--- config.mk ---
export PLATFORM = sky130hd
export DESIGN_NAME = serial_line_editor_flat
export DESIGN_NICKNAME = d
export VERILOG_FILES = /design/src/rtl/core/sle_pkg.sv /design/src/rtl/core/sle_if.sv /design/src/rtl/core/sle_ctrl.sv /design/src/rtl/core/sle_dpath.sv /design/src/rtl/core/serial_line_editor.sv /design/src/flat_wrapper.sv
export SDC_FILE = /design/constraint.sdc
export NUM_CORES = 2
export LEC_CHECK = 0
export ABC_AREA = 1
export BUFFER_PORTS_ARGS = -buffer_cell sky130_fd_sc_hd__clkbuf_2
export CELL_PAD_IN_SITES_DETAIL_PLACEMENT = 1
export CELL_PAD_IN_SITES_GLOBAL_PLACEMENT = 2
export CORE_MARGIN = 5
export CORE_UTILIZATION = 30
export DETAILED_ROUTE_END_ITERATION = 8
export HOLD_SLACK_MARGIN = 0.02
export PLACE_DENSITY = 0.58
export SLEW_MARGIN = 20
export SYNTH_ARGS = -nofsm -noshare
export SYNTH_HDL_FRONTEND = slang
export SYNTH_SLANG_ARGS = --single-unit
--- constraint.sdc ---
create_clock -name clk -period 6.7 [get_ports clk]
set_input_delay 1.34 -clock clk [delete_from_list [all_inputs] [get_ports clk]]
set_output_delay 1.34 -clock clk [all_outputs]
set_load 0.03 [all_outputs]
--- src/rtl/core/sle_pkg.sv ---
// Shared types, byte codes and default sizes for the serial line editor.
package sle_pkg;

  localparam int LINE_BYTES_DEF = 64;
  localparam int HIST_DEPTH_DEF = 4;
  localparam int HIST_ENTRY_DEF = 64;

  localparam int BYTE_W    = 8;
  localparam int SLOT_W    = 3;
  localparam int STATUS_W  = 2;
  localparam int CFG_IDX_W = 2;

  localparam logic [CFG_IDX_W-1:0] CFG_RAW_PREFIX    = 2'd0;
  localparam logic [CFG_IDX_W-1:0] CFG_HISTORY_SLOTS = 2'd1;

  localparam logic [BYTE_W-1:0] CH_BS    = 8'h08;
  localparam logic [BYTE_W-1:0] CH_LF    = 8'h0A;
  localparam logic [BYTE_W-1:0] CH_CR    = 8'h0D;
  localparam logic [BYTE_W-1:0] CH_ESC   = 8'h1B;
  localparam logic [BYTE_W-1:0] CH_SPACE = 8'h20;
  localparam logic [BYTE_W-1:0] CH_DEL   = 8'h7F;
  localparam logic [BYTE_W-1:0] CH_LBRK  = 8'h5B;
  localparam logic [BYTE_W-1:0] CH_UP    = 8'h41;
  localparam logic [BYTE_W-1:0] CH_DOWN  = 8'h42;
  localparam logic [BYTE_W-1:0] CH_RIGHT = 8'h43;
  localparam logic [BYTE_W-1:0] CH_LEFT  = 8'h44;

  localparam logic [1:0] ESC_NONE = 2'd0;
  localparam logic [1:0] ESC_SEEN = 2'd1;
  localparam logic [1:0] ESC_CSI  = 2'd2;

  localparam logic [STATUS_W-1:0] ST_NORMAL   = 2'd0;
  localparam logic [STATUS_W-1:0] ST_RAW      = 2'd1;
  localparam logic [STATUS_W-1:0] ST_OVERFLOW = 2'd2;
  localparam logic [STATUS_W-1:0] ST_EMPTY    = 2'd3;

  // What an accepted byte asks of the sequencer.
  typedef enum logic [2:0] {
    ACT_NONE,
    ACT_INSERT,
    ACT_DELETE,
    ACT_RECALL,
    ACT_PUSH,
    ACT_EMIT,
    ACT_STATUS
  } act_t;

  // Datapath operation for the current cycle.
  typedef enum logic [3:0] {
    STEP_NONE,
    STEP_ACCEPT,
    STEP_SH_RD,
    STEP_SH_WR,
    STEP_SH_FIN,
    STEP_DL_RD,
    STEP_DL_WR,
    STEP_DL_FIN,
    STEP_RC_RD,
    STEP_RC_WR,
    STEP_RC_FIN,
    STEP_PU_RD,
    STEP_PU_WR,
    STEP_EM_START,
    STEP_EM_RD,
    STEP_EM_LD
  } step_t;

  typedef struct packed {
    step_t step;
    logic  status_load;
  } sle_cmd_t;

  typedef struct packed {
    act_t act;
    logic sh_more;
    logic dl_more;
    logic cp_more;
    logic em_last;
    logic out_free;
  } sle_stat_t;

endpackage

--- src/rtl/core/sle_if.sv ---
// Request channel interfaces for received bytes and finished line items.
interface sle_in_if import sle_pkg::*; ();
  logic              valid;
  logic              ready;
  logic [BYTE_W-1:0] rx_byte;
  modport source (output valid, output rx_byte, input ready);
  modport sink (input valid, input rx_byte, output ready);
endinterface

interface sle_out_if import sle_pkg::*; ();
  logic                valid;
  logic                ready;
  logic [BYTE_W-1:0]   out_byte;
  logic                has_byte;
  logic [STATUS_W-1:0] line_status;
  logic                line_last;
  modport source (output valid, output out_byte, output has_byte, output line_status,
                  output line_last, input ready);
  modport sink (input valid, input out_byte, input has_byte, input line_status,
                input line_last, output ready);
endinterface

--- src/rtl/core/sle_ctrl.sv ---
// Sequencer state machine for the serial line editor.
module sle_ctrl import sle_pkg::*; (
  input  logic      clk,
  input  logic      rst_n,
  input  logic      in_valid,
  output logic      in_ready,
  input  sle_stat_t stat,
  output sle_cmd_t  cmd
);

  typedef enum logic [11:0] {
    S_IDLE  = 12'b000000000001,
    S_SH_RD = 12'b000000000010,
    S_SH_WR = 12'b000000000100,
    S_DL_RD = 12'b000000001000,
    S_DL_WR = 12'b000000010000,
    S_RC_RD = 12'b000000100000,
    S_RC_WR = 12'b000001000000,
    S_PU_RD = 12'b000010000000,
    S_PU_WR = 12'b000100000000,
    S_EM_RD = 12'b001000000000,
    S_EM_WR = 12'b010000000000,
    S_ST    = 12'b100000000000
  } state_t;

  state_t state_r, state_nxt;

  assign in_ready = (state_r == S_IDLE);

  always_comb begin
    state_nxt       = state_r;
    cmd.step        = STEP_NONE;
    cmd.status_load = 1'b0;
    case (state_r)
      S_IDLE: begin
        if (in_valid) begin
          cmd.step = STEP_ACCEPT;
          case (stat.act)
            ACT_INSERT: state_nxt = S_SH_RD;
            ACT_DELETE: state_nxt = S_DL_RD;
            ACT_RECALL: state_nxt = S_RC_RD;
            ACT_PUSH:   state_nxt = S_PU_RD;
            ACT_EMIT:   state_nxt = S_EM_RD;
            ACT_STATUS: state_nxt = S_ST;
            default:    state_nxt = S_IDLE;
          endcase
        end
      end
      S_SH_RD: begin
        if (stat.sh_more) begin
          cmd.step  = STEP_SH_RD;
          state_nxt = S_SH_WR;
        end else begin
          cmd.step  = STEP_SH_FIN;
          state_nxt = S_IDLE;
        end
      end
      S_SH_WR: begin
        cmd.step  = STEP_SH_WR;
        state_nxt = S_SH_RD;
      end
      S_DL_RD: begin
        if (stat.dl_more) begin
          cmd.step  = STEP_DL_RD;
          state_nxt = S_DL_WR;
        end else begin
          cmd.step  = STEP_DL_FIN;
          state_nxt = S_IDLE;
        end
      end
      S_DL_WR: begin
        cmd.step  = STEP_DL_WR;
        state_nxt = S_DL_RD;
      end
      S_RC_RD: begin
        if (stat.cp_more) begin
          cmd.step  = STEP_RC_RD;
          state_nxt = S_RC_WR;
        end else begin
          cmd.step  = STEP_RC_FIN;
          state_nxt = S_IDLE;
        end
      end
      S_RC_WR: begin
        cmd.step  = STEP_RC_WR;
        state_nxt = S_RC_RD;
      end
      S_PU_RD: begin
        if (stat.cp_more) begin
          cmd.step  = STEP_PU_RD;
          state_nxt = S_PU_WR;
        end else begin
          cmd.step  = STEP_EM_START;
          state_nxt = S_EM_RD;
        end
      end
      S_PU_WR: begin
        cmd.step  = STEP_PU_WR;
        state_nxt = S_PU_RD;
      end
      S_EM_RD: begin
        cmd.step  = STEP_EM_RD;
        state_nxt = S_EM_WR;
      end
      S_EM_WR: begin
        if (stat.out_free) begin
          cmd.step  = STEP_EM_LD;
          state_nxt = stat.em_last ? S_IDLE : S_EM_RD;
        end
      end
      S_ST: begin
        if (stat.out_free) begin
          cmd.status_load = 1'b1;
          state_nxt       = S_IDLE;
        end
      end
      default: state_nxt = S_IDLE;
    endcase
  end

  always_ff @(posedge clk) begin
    if (!rst_n) begin
      state_r <= S_IDLE;
    end else begin
      state_r <= state_nxt;
    end
  end

endmodule

--- src/rtl/core/sle_dpath.sv ---
// Line buffer, history ring, edit registers and output register of the line editor.
module sle_dpath import sle_pkg::*; #(
  parameter int LINE_BYTES = LINE_BYTES_DEF,
  parameter int HIST_DEPTH = HIST_DEPTH_DEF,
  parameter int HIST_ENTRY = HIST_ENTRY_DEF
) (
  input  logic                 clk,
  input  logic                 rst_n,
  input  logic [BYTE_W-1:0]    rx_byte,
  input  logic                 cfg_we,
  input  logic [CFG_IDX_W-1:0] cfg_index,
  input  logic [BYTE_W-1:0]    cfg_wdata,
  input  logic                 out_ready,
  input  sle_cmd_t             cmd,
  output sle_stat_t            stat,
  output logic                 out_valid,
  output logic [BYTE_W-1:0]    out_byte,
  output logic                 out_has_byte,
  output logic [STATUS_W-1:0]  out_line_status,
  output logic                 out_line_last
);

  localparam int LEN_W  = $clog2(LINE_BYTES);
  localparam int HL_W   = $clog2(HIST_ENTRY);
  localparam int IX_W   = (LEN_W > HL_W) ? LEN_W : HL_W;
  localparam int HS_W   = (HIST_DEPTH > 1) ? $clog2(HIST_DEPTH) : 1;
  localparam int HDEPTH = HIST_DEPTH * HIST_ENTRY;
  localparam int HA_W   = $clog2(HDEPTH);

  logic [BYTE_W-1:0] line_mem [LINE_BYTES];
  logic [BYTE_W-1:0] hist_mem [HDEPTH];
  logic [HL_W-1:0]   hlen_r [HIST_DEPTH];

  logic [LEN_W-1:0]    len_r, len_nxt, pos_r, pos_nxt;
  logic                ovf_r, ovf_nxt, raw_r, raw_nxt, cr_r, cr_nxt;
  logic [1:0]          esc_r, esc_nxt;
  logic [BYTE_W-1:0]   prefix_r, prefix_nxt, byte_r, byte_nxt;
  logic [SLOT_W-1:0]   slots_r, slots_nxt, head_r, head_nxt, count_r, count_nxt;
  logic [SLOT_W-1:0]   browse_r, browse_nxt, slot_r, slot_nxt;
  logic [IX_W-1:0]     idx_r, idx_nxt, cnt_r, cnt_nxt;
  logic                ov_r, ov_nxt, oh_r, oh_nxt, ol_r, ol_nxt;
  logic [BYTE_W-1:0]   ob_r, ob_nxt;
  logic [STATUS_W-1:0] os_r, os_nxt;

  logic [BYTE_W-1:0] lrdata_r, hrdata_r;
  logic              lrd_en, lwr_en, hrd_en, hwr_en, hlen_we;
  logic [LEN_W-1:0]  lrd_addr, lwr_addr;
  logic [BYTE_W-1:0] lwr_data;
  logic [HA_W-1:0]   hist_addr;
  logic [HL_W-1:0]   hlen_wdata;

  logic [SLOT_W-1:0] d_use, cnt_use, np, rslot;
  logic [IX_W-1:0]   rlen, plen, len_x, pos_x;
  logic              out_free, clear;

  assign d_use   = ({1'b0, slots_r} > (SLOT_W+1)'(HIST_DEPTH)) ? SLOT_W'(HIST_DEPTH) : slots_r;
  assign cnt_use = (count_r > d_use) ? d_use : count_r;
  assign len_x   = IX_W'(len_r);
  assign pos_x   = IX_W'(pos_r);
  assign rlen    = (IX_W'(hlen_r[rslot[HS_W-1:0]]) > IX_W'(LINE_BYTES - 1)) ?
                   IX_W'(LINE_BYTES - 1) : IX_W'(hlen_r[rslot[HS_W-1:0]]);
  assign plen    = (len_x > IX_W'(HIST_ENTRY - 1)) ? IX_W'(HIST_ENTRY - 1) : len_x;
  assign hist_addr = HA_W'(slot_r[HS_W-1:0]) * HA_W'(HIST_ENTRY) + HA_W'(idx_r);
  assign out_free  = !ov_r || out_ready;

  always_comb begin
    np = '0;
    if (rx_byte == CH_UP) begin
      np = browse_r + 1'b1;
    end else begin
      np = browse_r - 1'b1;
    end
    if (head_r >= np) begin
      rslot = head_r - np;
    end else begin
      rslot = head_r + d_use - np;
    end
  end

  always_comb begin
    stat.act      = ACT_NONE;
    stat.sh_more  = idx_r > pos_x;
    stat.dl_more  = idx_r < len_x;
    stat.cp_more  = idx_r < cnt_r;
    stat.em_last  = (idx_r + 1'b1) == len_x;
    stat.out_free = out_free;

    len_nxt = len_r;  pos_nxt = pos_r;  ovf_nxt = ovf_r;  raw_nxt = raw_r;
    cr_nxt = cr_r;    esc_nxt = esc_r;  prefix_nxt = prefix_r;
    byte_nxt = byte_r; slots_nxt = slots_r; head_nxt = head_r; count_nxt = count_r;
    browse_nxt = browse_r; slot_nxt = slot_r; idx_nxt = idx_r; cnt_nxt = cnt_r;
    ov_nxt = out_ready ? 1'b0 : ov_r;
    ob_nxt = ob_r; oh_nxt = oh_r; os_nxt = os_r; ol_nxt = ol_r;
    lrd_en = 1'b0; lrd_addr = idx_r[LEN_W-1:0];
    lwr_en = 1'b0; lwr_addr = idx_r[LEN_W-1:0]; lwr_data = lrdata_r;
    hrd_en = 1'b0; hwr_en = 1'b0; hlen_we = 1'b0; hlen_wdata = HL_W'(plen);
    clear = 1'b0;

    // Decode of the accepted byte.
    if (rx_byte == CH_LF && cr_r) begin
      cr_nxt = 1'b0;
    end else if (rx_byte == CH_CR || rx_byte == CH_LF) begin
      cr_nxt  = (rx_byte == CH_CR);
      esc_nxt = ESC_NONE;
      idx_nxt = '0;
      if (ovf_r || len_r == '0) begin
        stat.act = ACT_STATUS;
      end else if (!raw_r && d_use != '0) begin
        stat.act  = ACT_PUSH;
        slot_nxt  = head_r;
        cnt_nxt   = plen;
        hlen_we   = (cmd.step == STEP_ACCEPT);
        head_nxt  = (head_r + 1'b1 == d_use) ? '0 : head_r + 1'b1;
        count_nxt = (count_r < d_use) ? count_r + 1'b1 : d_use;
      end else begin
        stat.act = ACT_EMIT;
      end
    end else begin
      cr_nxt = 1'b0;
      if (esc_r == ESC_CSI) begin
        esc_nxt = ESC_NONE;
        if (rx_byte == CH_LEFT) begin
          if (pos_r != '0) pos_nxt = pos_r - 1'b1;
        end else if (rx_byte == CH_RIGHT) begin
          if (pos_r < len_r) pos_nxt = pos_r + 1'b1;
        end else if (rx_byte == CH_UP || rx_byte == CH_DOWN) begin
          if (d_use != '0 && cnt_use != '0 &&
              ((rx_byte == CH_UP && browse_r < cnt_use) ||
               (rx_byte == CH_DOWN && browse_r != '0))) begin
            browse_nxt = np;
            if (np == '0) begin
              len_nxt = '0;
              pos_nxt = '0;
            end else begin
              stat.act = ACT_RECALL;
              slot_nxt = rslot;
              cnt_nxt  = rlen;
              idx_nxt  = '0;
            end
          end
        end
      end else if (esc_r == ESC_SEEN) begin
        esc_nxt = (rx_byte == CH_LBRK) ? ESC_CSI : ESC_NONE;
      end else if (rx_byte == CH_ESC) begin
        esc_nxt = ESC_SEEN;
      end else if (rx_byte == CH_BS || rx_byte == CH_DEL) begin
        if (pos_r != '0) begin
          stat.act = ACT_DELETE;
          idx_nxt  = pos_x;
        end
      end else if (rx_byte >= CH_SPACE) begin
        if (len_r == '0 && prefix_r != '0 && rx_byte == prefix_r) raw_nxt = 1'b1;
        if (len_x == IX_W'(LINE_BYTES - 1)) begin
          ovf_nxt = 1'b1;
        end else begin
          stat.act = ACT_INSERT;
          byte_nxt = rx_byte;
          idx_nxt  = len_x;
        end
      end
    end

    // Only the accept step keeps the decoded updates.
    if (cmd.step != STEP_ACCEPT) begin
      len_nxt = len_r;  pos_nxt = pos_r;  ovf_nxt = ovf_r;  raw_nxt = raw_r;
      cr_nxt = cr_r;    esc_nxt = esc_r;  byte_nxt = byte_r; head_nxt = head_r;
      count_nxt = count_r; browse_nxt = browse_r; slot_nxt = slot_r;
      idx_nxt = idx_r;  cnt_nxt = cnt_r;
    end

    case (cmd.step)
      STEP_SH_RD: begin
        lrd_en   = 1'b1;
        lrd_addr = LEN_W'(idx_r - 1'b1);
      end
      STEP_SH_WR: begin
        lwr_en  = 1'b1;
        idx_nxt = idx_r - 1'b1;
      end
      STEP_SH_FIN: begin
        lwr_en   = 1'b1;
        lwr_addr = pos_r;
        lwr_data = byte_r;
        len_nxt  = len_r + 1'b1;
        pos_nxt  = pos_r + 1'b1;
      end
      STEP_DL_RD: lrd_en = 1'b1;
      STEP_DL_WR: begin
        lwr_en   = 1'b1;
        lwr_addr = LEN_W'(idx_r - 1'b1);
        idx_nxt  = idx_r + 1'b1;
      end
      STEP_DL_FIN: begin
        len_nxt = len_r - 1'b1;
        pos_nxt = pos_r - 1'b1;
      end
      STEP_RC_RD: hrd_en = 1'b1;
      STEP_RC_WR: begin
        lwr_en   = 1'b1;
        lwr_data = hrdata_r;
        idx_nxt  = idx_r + 1'b1;
      end
      STEP_RC_FIN: begin
        len_nxt = LEN_W'(cnt_r);
        pos_nxt = LEN_W'(cnt_r);
      end
      STEP_PU_RD: lrd_en = 1'b1;
      STEP_PU_WR: begin
        hwr_en  = 1'b1;
        idx_nxt = idx_r + 1'b1;
      end
      STEP_EM_START: idx_nxt = '0;
      STEP_EM_RD: lrd_en = 1'b1;
      STEP_EM_LD: begin
        ov_nxt  = 1'b1;
        ob_nxt  = lrdata_r;
        oh_nxt  = 1'b1;
        os_nxt  = raw_r ? ST_RAW : ST_NORMAL;
        ol_nxt  = stat.em_last;
        idx_nxt = idx_r + 1'b1;
        clear   = stat.em_last;
      end
      default: ;
    endcase

    if (cmd.status_load) begin
      ov_nxt = 1'b1;
      ob_nxt = '0;
      oh_nxt = 1'b0;
      os_nxt = ovf_r ? ST_OVERFLOW : ST_EMPTY;
      ol_nxt = 1'b1;
      clear  = 1'b1;
    end

    if (clear) begin
      len_nxt = '0; pos_nxt = '0; ovf_nxt = 1'b0; raw_nxt = 1'b0;
      esc_nxt = ESC_NONE; browse_nxt = '0;
    end

    if (cfg_we) begin
      if (cfg_index == CFG_RAW_PREFIX) begin
        prefix_nxt = cfg_wdata;
      end else if (cfg_index == CFG_HISTORY_SLOTS) begin
        slots_nxt  = cfg_wdata[SLOT_W-1:0];
        head_nxt   = '0;
        count_nxt  = '0;
        browse_nxt = '0;
      end
    end
  end

  always_ff @(posedge clk) begin
    if (lwr_en) line_mem[lwr_addr] <= lwr_data;
    if (lrd_en) lrdata_r <= line_mem[lrd_addr];
  end

  always_ff @(posedge clk) begin
    if (hwr_en) hist_mem[hist_addr] <= lrdata_r;
    if (hrd_en) hrdata_r <= hist_mem[hist_addr];
    if (hlen_we) hlen_r[head_r[HS_W-1:0]] <= hlen_wdata;
  end

  always_ff @(posedge clk) begin
    if (!rst_n) begin
      len_r <= '0; pos_r <= '0; ovf_r <= 1'b0; raw_r <= 1'b0; cr_r <= 1'b0;
      esc_r <= ESC_NONE; prefix_r <= '0; slots_r <= SLOT_W'(4);
      head_r <= '0; count_r <= '0; browse_r <= '0; ov_r <= 1'b0;
    end else begin
      len_r <= len_nxt; pos_r <= pos_nxt; ovf_r <= ovf_nxt; raw_r <= raw_nxt;
      cr_r <= cr_nxt; esc_r <= esc_nxt; prefix_r <= prefix_nxt; slots_r <= slots_nxt;
      head_r <= head_nxt; count_r <= count_nxt; browse_r <= browse_nxt; ov_r <= ov_nxt;
    end
  end

  always_ff @(posedge clk) begin
    byte_r <= byte_nxt; slot_r <= slot_nxt; idx_r <= idx_nxt; cnt_r <= cnt_nxt;
    ob_r <= ob_nxt; oh_r <= oh_nxt; os_r <= os_nxt; ol_r <= ol_nxt;
  end

  assign out_valid       = ov_r;
  assign out_byte        = ob_r;
  assign out_has_byte    = oh_r;
  assign out_line_status = os_r;
  assign out_line_last   = ol_r;

endmodule

--- src/rtl/core/serial_line_editor.sv ---
// Top level of the serial line editor: byte in, finished line items out.
//
// Usage: received bytes arrive as requests on in_ch (rx_byte). The block edits a
// line buffer: printable bytes insert at the cursor, backspace and DEL delete to
// the left, ESC [ C / D move the cursor and ESC [ A / B recall history lines.
// CR or LF (CRLF counts once) ends the line; the line bytes then leave on out_ch
// one request each, or a single status request for an overflowed or empty line.
// A byte that only changes registers is done in the idle state. An insert or
// delete moves the tail through the line memory one byte at a time, with a
// read state and a write state per byte; a recall copies the history entry
// into the line buffer the same way. A line end that goes into history (not raw,
// history slots nonzero) first copies the line into the history memory, then
// reads and sends each line byte in turn.
// A new byte is taken only when the previous one is fully processed; the last
// result may still sit in the output register while the next byte is taken.
// Reset clears the line, cursor, flags, history pointers and the output
// valid flag; raw_prefix resets to zero and history_slots to four. No clearing
// pass is needed. When the receiver stalls, out_ch holds its request and the
// sequencer waits before loading the next line byte.
module serial_line_editor import sle_pkg::*; #(
  parameter int LINE_BYTES = LINE_BYTES_DEF,
  parameter int HIST_DEPTH = HIST_DEPTH_DEF,
  parameter int HIST_ENTRY = HIST_ENTRY_DEF
) (
  input  logic                 clk,
  input  logic                 rst_n,
  sle_in_if.sink               in_ch,
  sle_out_if.source            out_ch,
  input  logic                 cfg_we,
  input  logic [CFG_IDX_W-1:0] cfg_index,
  input  logic [BYTE_W-1:0]    cfg_wdata
);

  sle_cmd_t  cmd;
  sle_stat_t stat;

  // The controller owns sequencing; in_ch.ready is high only between bytes.
  sle_ctrl u_ctrl (
    .clk      (clk),
    .rst_n    (rst_n),
    .in_valid (in_ch.valid),
    .in_ready (in_ch.ready),
    .stat     (stat),
    .cmd      (cmd)
  );

  // The datapath holds the memories, edit registers and output register.
  sle_dpath #(
    .LINE_BYTES (LINE_BYTES),
    .HIST_DEPTH (HIST_DEPTH),
    .HIST_ENTRY (HIST_ENTRY)
  ) u_dpath (
    .clk             (clk),
    .rst_n           (rst_n),
    .rx_byte         (in_ch.rx_byte),
    .cfg_we          (cfg_we),
    .cfg_index       (cfg_index),
    .cfg_wdata       (cfg_wdata),
    .out_ready       (out_ch.ready),
    .cmd             (cmd),
    .stat            (stat),
    .out_valid       (out_ch.valid),
    .out_byte        (out_ch.out_byte),
    .out_has_byte    (out_ch.has_byte),
    .out_line_status (out_ch.line_status),
    .out_line_last   (out_ch.line_last)
  );

endmodule

--- src/flat_wrapper.sv ---
// flat-port wrapper written by rule: the top's interface ports become plain ports
module serial_line_editor_flat import sle_pkg::*;
#(
  parameter int LINE_BYTES = LINE_BYTES_DEF,
  parameter int HIST_DEPTH = HIST_DEPTH_DEF,
  parameter int HIST_ENTRY = HIST_ENTRY_DEF
)
  (clk, rst_n, cfg_we, cfg_index, cfg_wdata, in_ch_valid, in_ch_rx_byte, in_ch_ready, out_ch_valid, out_ch_out_byte, out_ch_has_byte, out_ch_line_status, out_ch_line_last, out_ch_ready);
  sle_in_if in_ch_i ();
  sle_out_if out_ch_i ();
  input  logic clk;
  input  logic rst_n;
  input  logic cfg_we;
  input  logic [CFG_IDX_W-1:0] cfg_index;
  input  logic [BYTE_W-1:0] cfg_wdata;
  input wire logic [$bits(in_ch_i.valid)-1:0] in_ch_valid;
  input wire logic [$bits(in_ch_i.rx_byte)-1:0] in_ch_rx_byte;
  output wire logic [$bits(in_ch_i.ready)-1:0] in_ch_ready;
  output wire logic [$bits(out_ch_i.valid)-1:0] out_ch_valid;
  output wire logic [$bits(out_ch_i.out_byte)-1:0] out_ch_out_byte;
  output wire logic [$bits(out_ch_i.has_byte)-1:0] out_ch_has_byte;
  output wire logic [$bits(out_ch_i.line_status)-1:0] out_ch_line_status;
  output wire logic [$bits(out_ch_i.line_last)-1:0] out_ch_line_last;
  input wire logic [$bits(out_ch_i.ready)-1:0] out_ch_ready;
  assign in_ch_i.valid = in_ch_valid;
  assign in_ch_i.rx_byte = in_ch_rx_byte;
  assign in_ch_ready = in_ch_i.ready;
  assign out_ch_valid = out_ch_i.valid;
  assign out_ch_out_byte = out_ch_i.out_byte;
  assign out_ch_has_byte = out_ch_i.has_byte;
  assign out_ch_line_status = out_ch_i.line_status;
  assign out_ch_line_last = out_ch_i.line_last;
  assign out_ch_i.ready = out_ch_ready;
  serial_line_editor #(.LINE_BYTES(LINE_BYTES), .HIST_DEPTH(HIST_DEPTH), .HIST_ENTRY(HIST_ENTRY)) u_core (.clk(clk), .rst_n(rst_n), .in_ch(in_ch_i), .out_ch(out_ch_i), .cfg_we(cfg_we), .cfg_index(cfg_index), .cfg_wdata(cfg_wdata));
endmodule
Word-level counts from Yosys, hierarchy flattened
Memories as Yosys holds them, arrays and structs flattened. A register that Yosys moved wholly into a read port is not among the register bits.
Index checks and enable logic that the tools add are counted.
{ "op_classes": {"add_sub_neg": 14, "magnitude_cmp": 12, "eq_ne": 77, "n_mux": 157, "bitwise": 10, "reduce_logical": 53} }
{ "ops": {"columns": ["operator", "count"], "rows": [
  ["6-bit two-way mux", 44],
  ["12-bit case mux with 12 select lines", 1],
  ["3-bit two-way mux", 42],
  ["12-bit case mux with 6 select lines", 1],
  ["6-bit case mux with 3 select lines", 3],
  ["2-bit two-way mux", 26],
  ["8-bit by 7-bit == test with 1-bit output (second input constant)", 6],
  ["9-bit AND reduction", 5],
  ["4-bit case mux with 11 select lines", 1],
  ["12-bit two-way mux", 3],
  ["4-bit == test (second input constant)", 8],
  ["6-bit by 4-bit inequality test with 1-bit output (second input constant)", 5],
  ["1-bit two-way mux", 29],
  ["8-bit by 4-bit == test with 1-bit output (second input constant)", 3],
  ["4-bit by 1-bit inequality test with 1-bit output (second input constant)", 6],
  ["6-bit nonzero test", 4],
  ["10-bit two-way mux", 2],
  ["4-bit nonzero test", 5],
  ["6-bit by 1-bit adder with 6-bit output (second input constant)", 3],
  ["6-bit < comparator", 3],
  ["6-bit by 1-bit subtractor with 6-bit output (second input constant)", 3],
  ["4-bit by 3-bit == test with 1-bit output (second input constant)", 4],
  ["8-bit case mux with 2 select lines", 1],
  ["2-bit inequality test (second input constant)", 7],
  ["64 further kinds", 108]
]} }
{ "totals": {"regBits": 84, "ram_bits": 2584, "input_bits": 23, "output_inout_bits": 14, "word_cells": 347, "mem_count": 3} }
{ "mem_list": {"columns": ["memory", "words", "word_bits", "rd", "rd_ports_with_merged_regs", "write_ports", "line_no", "text"], "rows": [
  ["u_core.u_dpath.hist_mem", 256, 8, 1, 1, 1, "sle_dpath.sv:31", "logic [BYTE_W-1:0] hist_mem [HDEPTH];"],
  ["u_core.u_dpath.line_mem", 64, 8, 1, 1, 1, "sle_dpath.sv:30", "logic [BYTE_W-1:0] line_mem [LINE_BYTES];"],
  ["u_core.u_dpath.hlen_r", 4, 6, 1, 0, 1, "sle_dpath.sv:32", "logic [HL_W-1:0] hlen_r [HIST_DEPTH];"]
]} }

Depth between registers and ports, before layout
{ "logic_depth": {"ltp_word": 20, "mapped_depth": 27, "ltp_nobuf": 27} }

Hierarchy
Synthesis repeated with hierarchy kept, for this count alone.
{ "hier_totals": {"hier_cells": 9234, "hier_area_um2": 110292.0} }
{ "modules_own_cells": {"columns": ["module", "n_inst", "cells_each", "area_per_inst_um2", "seq_area_each_um2"], "rows": [
  ["sle_dpath", 1, 9084, 109334.9, 79756.5],
  ["sle_ctrl", 1, 150, 957.2, 240.2]
]} }

Least setup slack after synthesis
OpenSTA, ideal clock, no wires.
{ "synth_timing": {"path_kind": "register -> register", "from": "register u_core.u_dpath.lrdata_r[0] (read register of u_core.u_dpath.line_mem)", "to": "memory u_core.u_dpath.line_mem[0][0] (data pin)", "setup_time_ns": 0.378, "arrival_ns": 4.368, "required_time_ns": 6.322, "setup_slack_ns": 1.953, "stages_incl_launch_ff": 3, "path_buffers": 0, "synth_period_minus_slack_ns": 4.747, "cell_sequence": "edfxtp_1 -> nand2_1 -> nand3_1"} }
{ "synth_between": {"elab_chain_len": 1} }
{ "synth_lines": {"columns": ["element", "line_no", "text"], "rows": [
  ["start: declaration", "sle_dpath.sv:45", "logic [BYTE_W-1:0] lrdata_r, hrdata_r;"],
  ["8-bit case mux with 2 select lines", "sle_dpath.sv:171", "case (cmd.step)"],
  ["via u_core.u_dpath.lwr_data[0]", "sle_dpath.sv:48", "logic [BYTE_W-1:0] lwr_data;"],
  ["end: declaration", "sle_dpath.sv:30", null]
]} }
The timed path passes the listed nets, and every way through them passes these cells.

Worst setup path in the final report
{ "layout_timing": {"from": "register u_core.u_dpath.idx_r[0]", "to": "memory u_core.u_dpath.line_mem[26][1], enable pin"} }
{ "layout_between": {"elab_chain_len": 8, "elab_cells_between_ends": 18, "classes_between": "add/sub (1); order compare (3); eq/ne (4); mux (9); reduce/logical (1)"} }
{ "layout_lines": {"columns": ["element", "line_no", "text"], "rows": [
  ["start: declaration", "sle_dpath.sv:40", "logic [IX_W-1:0] idx_r, idx_nxt, cnt_r, cnt_nxt;"],
  ["start signal: assignment", "sle_dpath.sv:276", "byte_r <= byte_nxt; slot_r <= slot_nxt; idx_r <= idx_nxt; cnt_r <= cnt_nxt;"],
  ["6-bit < comparator, or another cell as far along", "sle_dpath.sv:84", "stat.cp_more = idx_r < cnt_r;"],
  ["3-bit two-way mux, or another cell as far along", "sle_ctrl.sv:89", "if (stat.cp_more) begin"],
  ["4-bit case mux with 11 select lines", "sle_ctrl.sv:34", "case (state_r)"],
  ["4-bit == test, or another cell as far along", "sle_dpath.sv:171", null],
  ["4-bit OR reduction (no line)", null, null],
  ["1-bit two-way mux", "sle_dpath.sv:171", null],
  ["1-bit two-way mux", "sle_dpath.sv:253", "if (lwr_en) line_mem[lwr_addr] <= lwr_data;"],
  ["1-bit two-way mux (implied by the code)", "sle_dpath.sv:253", null]
]} }
Parallel ways exist; a longest one is shown, timed or not.

==> results by group <==
Power
  • Pwr dens: 379.4 nW/um^2
  • Pleak: 42.40 nW
  • Max VDD drop: 265.3 uV

GRT
  • Total grt overflow: 0
  • Vias in the first global route: 75480
  • Pin count of the biggest net entering global routing: 189
  • Initial antenna violation count: 23
  • Global-route wire length before repair: 551800 um
  • GRT Resource Usage Total: 19.47%

STA
  • Worst setup margin: 1696 ps
  • Final setup viols: 0
  • Hold_ws: 467.2 ps
  • Rel. slew slack: 16.21%
  • Clock skew: 41.37 ps
  • Least-Margin Pin Slew: 1257 ps
  • Final hold vios: 0
  • RSZ-0062 raised after global routing: no
  • Fin crit share: 74.69%
  • Setup TNS: 0 ps
  • Fmax: 199.8 MHz
  • Shortest period the worst path allows: 5004 ps
  • Max Transition Viols Final: 0

Final layout
  • Share of layout cells above drive strength 1: 7.695%
  • Multi-input gate area: 26330 sq um
  • # fillers: 39280
  • Register Area: 80000 sq um
  • Area growth from synthesis to layout: 14.21%
  • Nets: 9332

Placed design
  • IO buf count: 36
  • Gpl congestion: 0.7909
  • Post-place setup slack: 1434 ps
  • DP Wirelength: 222100 um

Synth
  • Post-Syn Instances: 9289
  • Avg Inst Size Synth: 11.90 sq um
  • Post-synth EDFFs: 2624
  • Post-synthesis sequential area ratio: 72.39%
  • Synth async-reset ratio: 0%
  • Synth Register Bits: 2684
  • Syn nets: 9367
  • Synthesis Warnings: 0
  • Post-Syn Area: 110500 sq um
  • Yosys cell types: 61
  • Ys flop type: edfxtp_1

Route
  • Antenna Nets Post-Route: 0
  • DRT iter0 DRCs: 5501
  • Wire per inst: 26.78 um
  • DRC errors left: 0
  • Length of the first detailed-routing pass in iterations: 5
  • Detailed Route WL: 383200 um
  • DR vias/cell: 5.150
  • Vias: 73690

CTS
  • Clock root buffer master: clkbuf_16
  • Clock-pin transition on the worst setup and hold timing paths: 60 ps
  • Sink Count: 2684
  • H-tree Lvls: 5
  • Setup bufs post-CTS: 0
  • Clock latency on the worst-skew pair: 920 ps
  • Num CTS Buffers: 314
  • CTS tree: done
  • Post-cts resize count: 0
  • Clock buffer depth: 4
  • Hold-fix buffers, CTS: 0

Hold path
  • Hold endpoint: u_core.u_dpath.out_byte[6]$_SDFFE_PP0P_
  • Worst Hold Depth: 2
  • HP Class: reg2reg
  • Min-delay src: u_core.u_dpath.out_byte[6]$_SDFFE_PP0P_

Floorplan
  • Die area: 380600 sq um
  • Starting Density: 30.16%
  • Die W: 616.9 um
  • Core area: 366400 sq um
  • Die height: 616.9 um
  • IO Count: 37
  • Rows: 222

Setup path
  • Worst Setup End Kind: flop
  • Crit path max fanout: 73
  • Critical R2R Launch: u_core.u_dpath.idx_r[0]$_DFFE_PP_
  • Worst Path Required: 7240 ps
  • Reg-to-reg slack, setup: 1700 ps
  • RR Endpoint: u_core.u_dpath.line_mem[26][1]$_DFFE_PP_
  • R2r worst-path depth: 16
  • Arrival time at the worst endpoint: 5550 ps
  • Kind of critical path: reg2reg
  • Startpoint Class: flop

Status
  • Status: finished, final reports clean

Flow run
  • Max Cap Viol: 0
flip-flops by register name (all words and copies together) (netlist names), 12 cells and up:
name / count
u_core.u_dpath.hlen_r: 24
u_core.u_ctrl.state_r: 12
u_core.u_dpath.hist_mem: 2048
u_core.u_dpath.line_mem: 512
through the flow:
stage | total power, W | utilization (%) | instance area (sq um) | instances
finish | 0.04788 | 34.45 | 126200 | 14310
global route | 0.04999 | 34.44 | 126200 | 14300
CTS | 0.04846 | 34.43 | 126200 | 14300
detailed placement | 0.03164 | 31.76 | 116300 | 13750
global placement | 0.03151 | 31.75 | 116300 | 13750
floorplan | 0.02625 | - | 110500 | 9289
power by group:
| part | internal, W | switching, W |
|---|---|---|
| Clock | 0.00972 | 0.00705 |
| Sequential | 0.0187 | 0.000104 |
| Combinational | 0.00297 | 0.00932 |
cell type report:
class                           count  share of cell area, %
Clock buffer                      393                  6.586
Tap cell                         4816                  4.775
Antenna cell                        5               0.009914
Multi-Input combinational cell   5497                  20.87
Timing Repair Buffer              210                  1.541
Inverter                          547                  1.645
Sequential cell                  2684                  63.39
Clock inverter                    156                  1.190
cells in the mapped netlist (13+ instances only):
library cell / number / share of area (%)
dfxtp_1: 60 / 1.1
a21oi_1: 94 / 0.43
buf_1: 22 / 0.075
buf_2: 166 / 0.75
nand4_1: 62 / 0.35
edfxtp_1: 2624 / 71
clkbuf_1: 355 / 1.2
o211ai_1: 15 / 0.10
xor2_1: 17 / 0.13
inv_1: 522 / 1.8
a41oi_1: 33 / 0.26
a22o_1: 64 / 0.51
nand2_2: 14 / 0.079
nor2_1: 1503 / 5.1
o21ai_0: 1120 / 5.1
nand3_1: 504 / 2.3
inv_2: 15 / 0.051
nand2_1: 1327 / 4.5
ha_1: 53 / 0.60
nor3_1: 32 / 0.14
o22ai_1: 527 / 3.0
nor4_1: 13 / 0.074
placed cells by master, fill, tap and decap left out, types with 15 or more instances in the layout:
cell type,count
ha_1,53
dfxtp_1,60
clkinv_2,40
clkinv_1,68
nand4_1,62
inv_1,520
clkbuf_1,70
nand2_1,1312
a21oi_1,94
nand2_2,16
xor2_1,17
o21ai_0,1119
buf_12,35
nor2_1,1497
nor3_1,32
o22ai_1,527
edfxtp_1,2624
clkbuf_16,320
clkbuf_2,36
a22o_1,64
bufinv_16,24
a41oi_1,33
nand3_1,495
o211ai_1,15
buf_4,138
cell families (layout without fill, tap and decap cells):
family                     Yosys count  count (layout)  synth area share, %
AOI/OAI and AO/OA                 1919            1919                9.843
adders and majority gates           55              55               0.6363
xor gates and xnor gates            26              26               0.2061
buffers and inverters             1108            1306                4.035
DFF                               2684            2684                72.39
and+or+nand+nor                   3497            3497                12.89
other                                0               5                    0
critical path: stages (launching register included):
cell and delay, ps:
edfxtp_1 500, inv_8 410, ha_1 260, inv_1 50
nand2_1 50, nand2_1 40, nand2_1 70, nand3_2 160
nand2_2 150, nand2_4 110, inv_4 190, nor2_4 90
a21oi_1 310, inv_1 170, nor2_1 190, nand3_1 830
nor2_1 1030
how the worst max path moves through the flow:
stage / start / endpoint / cells after the start
2_1_floorplan: u_core.u_dpath.lrdata_r[0]$_DFFE_PP_ / u_core.u_dpath.line_mem[0][0]$_DFFE_PP_ / 2
3_3_place_gp: in_ch_rx_byte[7] / u_core.u_dpath.cnt_r[2]$_DFFE_PP_ / 21
3_5_place_dp: in_ch_rx_byte[4] / u_core.u_dpath.cnt_r[3]$_DFFE_PP_ / 19
4_1_cts: u_core.u_dpath.idx_r[0]$_DFFE_PP_ / u_core.u_dpath.line_mem[26][1]$_DFFE_PP_ / 16
5_1_grt: u_core.u_dpath.idx_r[0]$_DFFE_PP_ / u_core.u_dpath.line_mem[26][0]$_DFFE_PP_ / 16
6_report: u_core.u_dpath.idx_r[0]$_DFFE_PP_ / u_core.u_dpath.line_mem[26][1]$_DFFE_PP_ / 16
routing by layer:
layer	up-vias	global-route usage, %	wire length [um]
met5	-	0	0
met4	0	4.804	9450
met3	506	2.063	16620
met2	1603	32.21	180500
met1	38380	27.45	176600
li1	33200	-	-
Note: power is estimated with default switching activity, not from simulation.
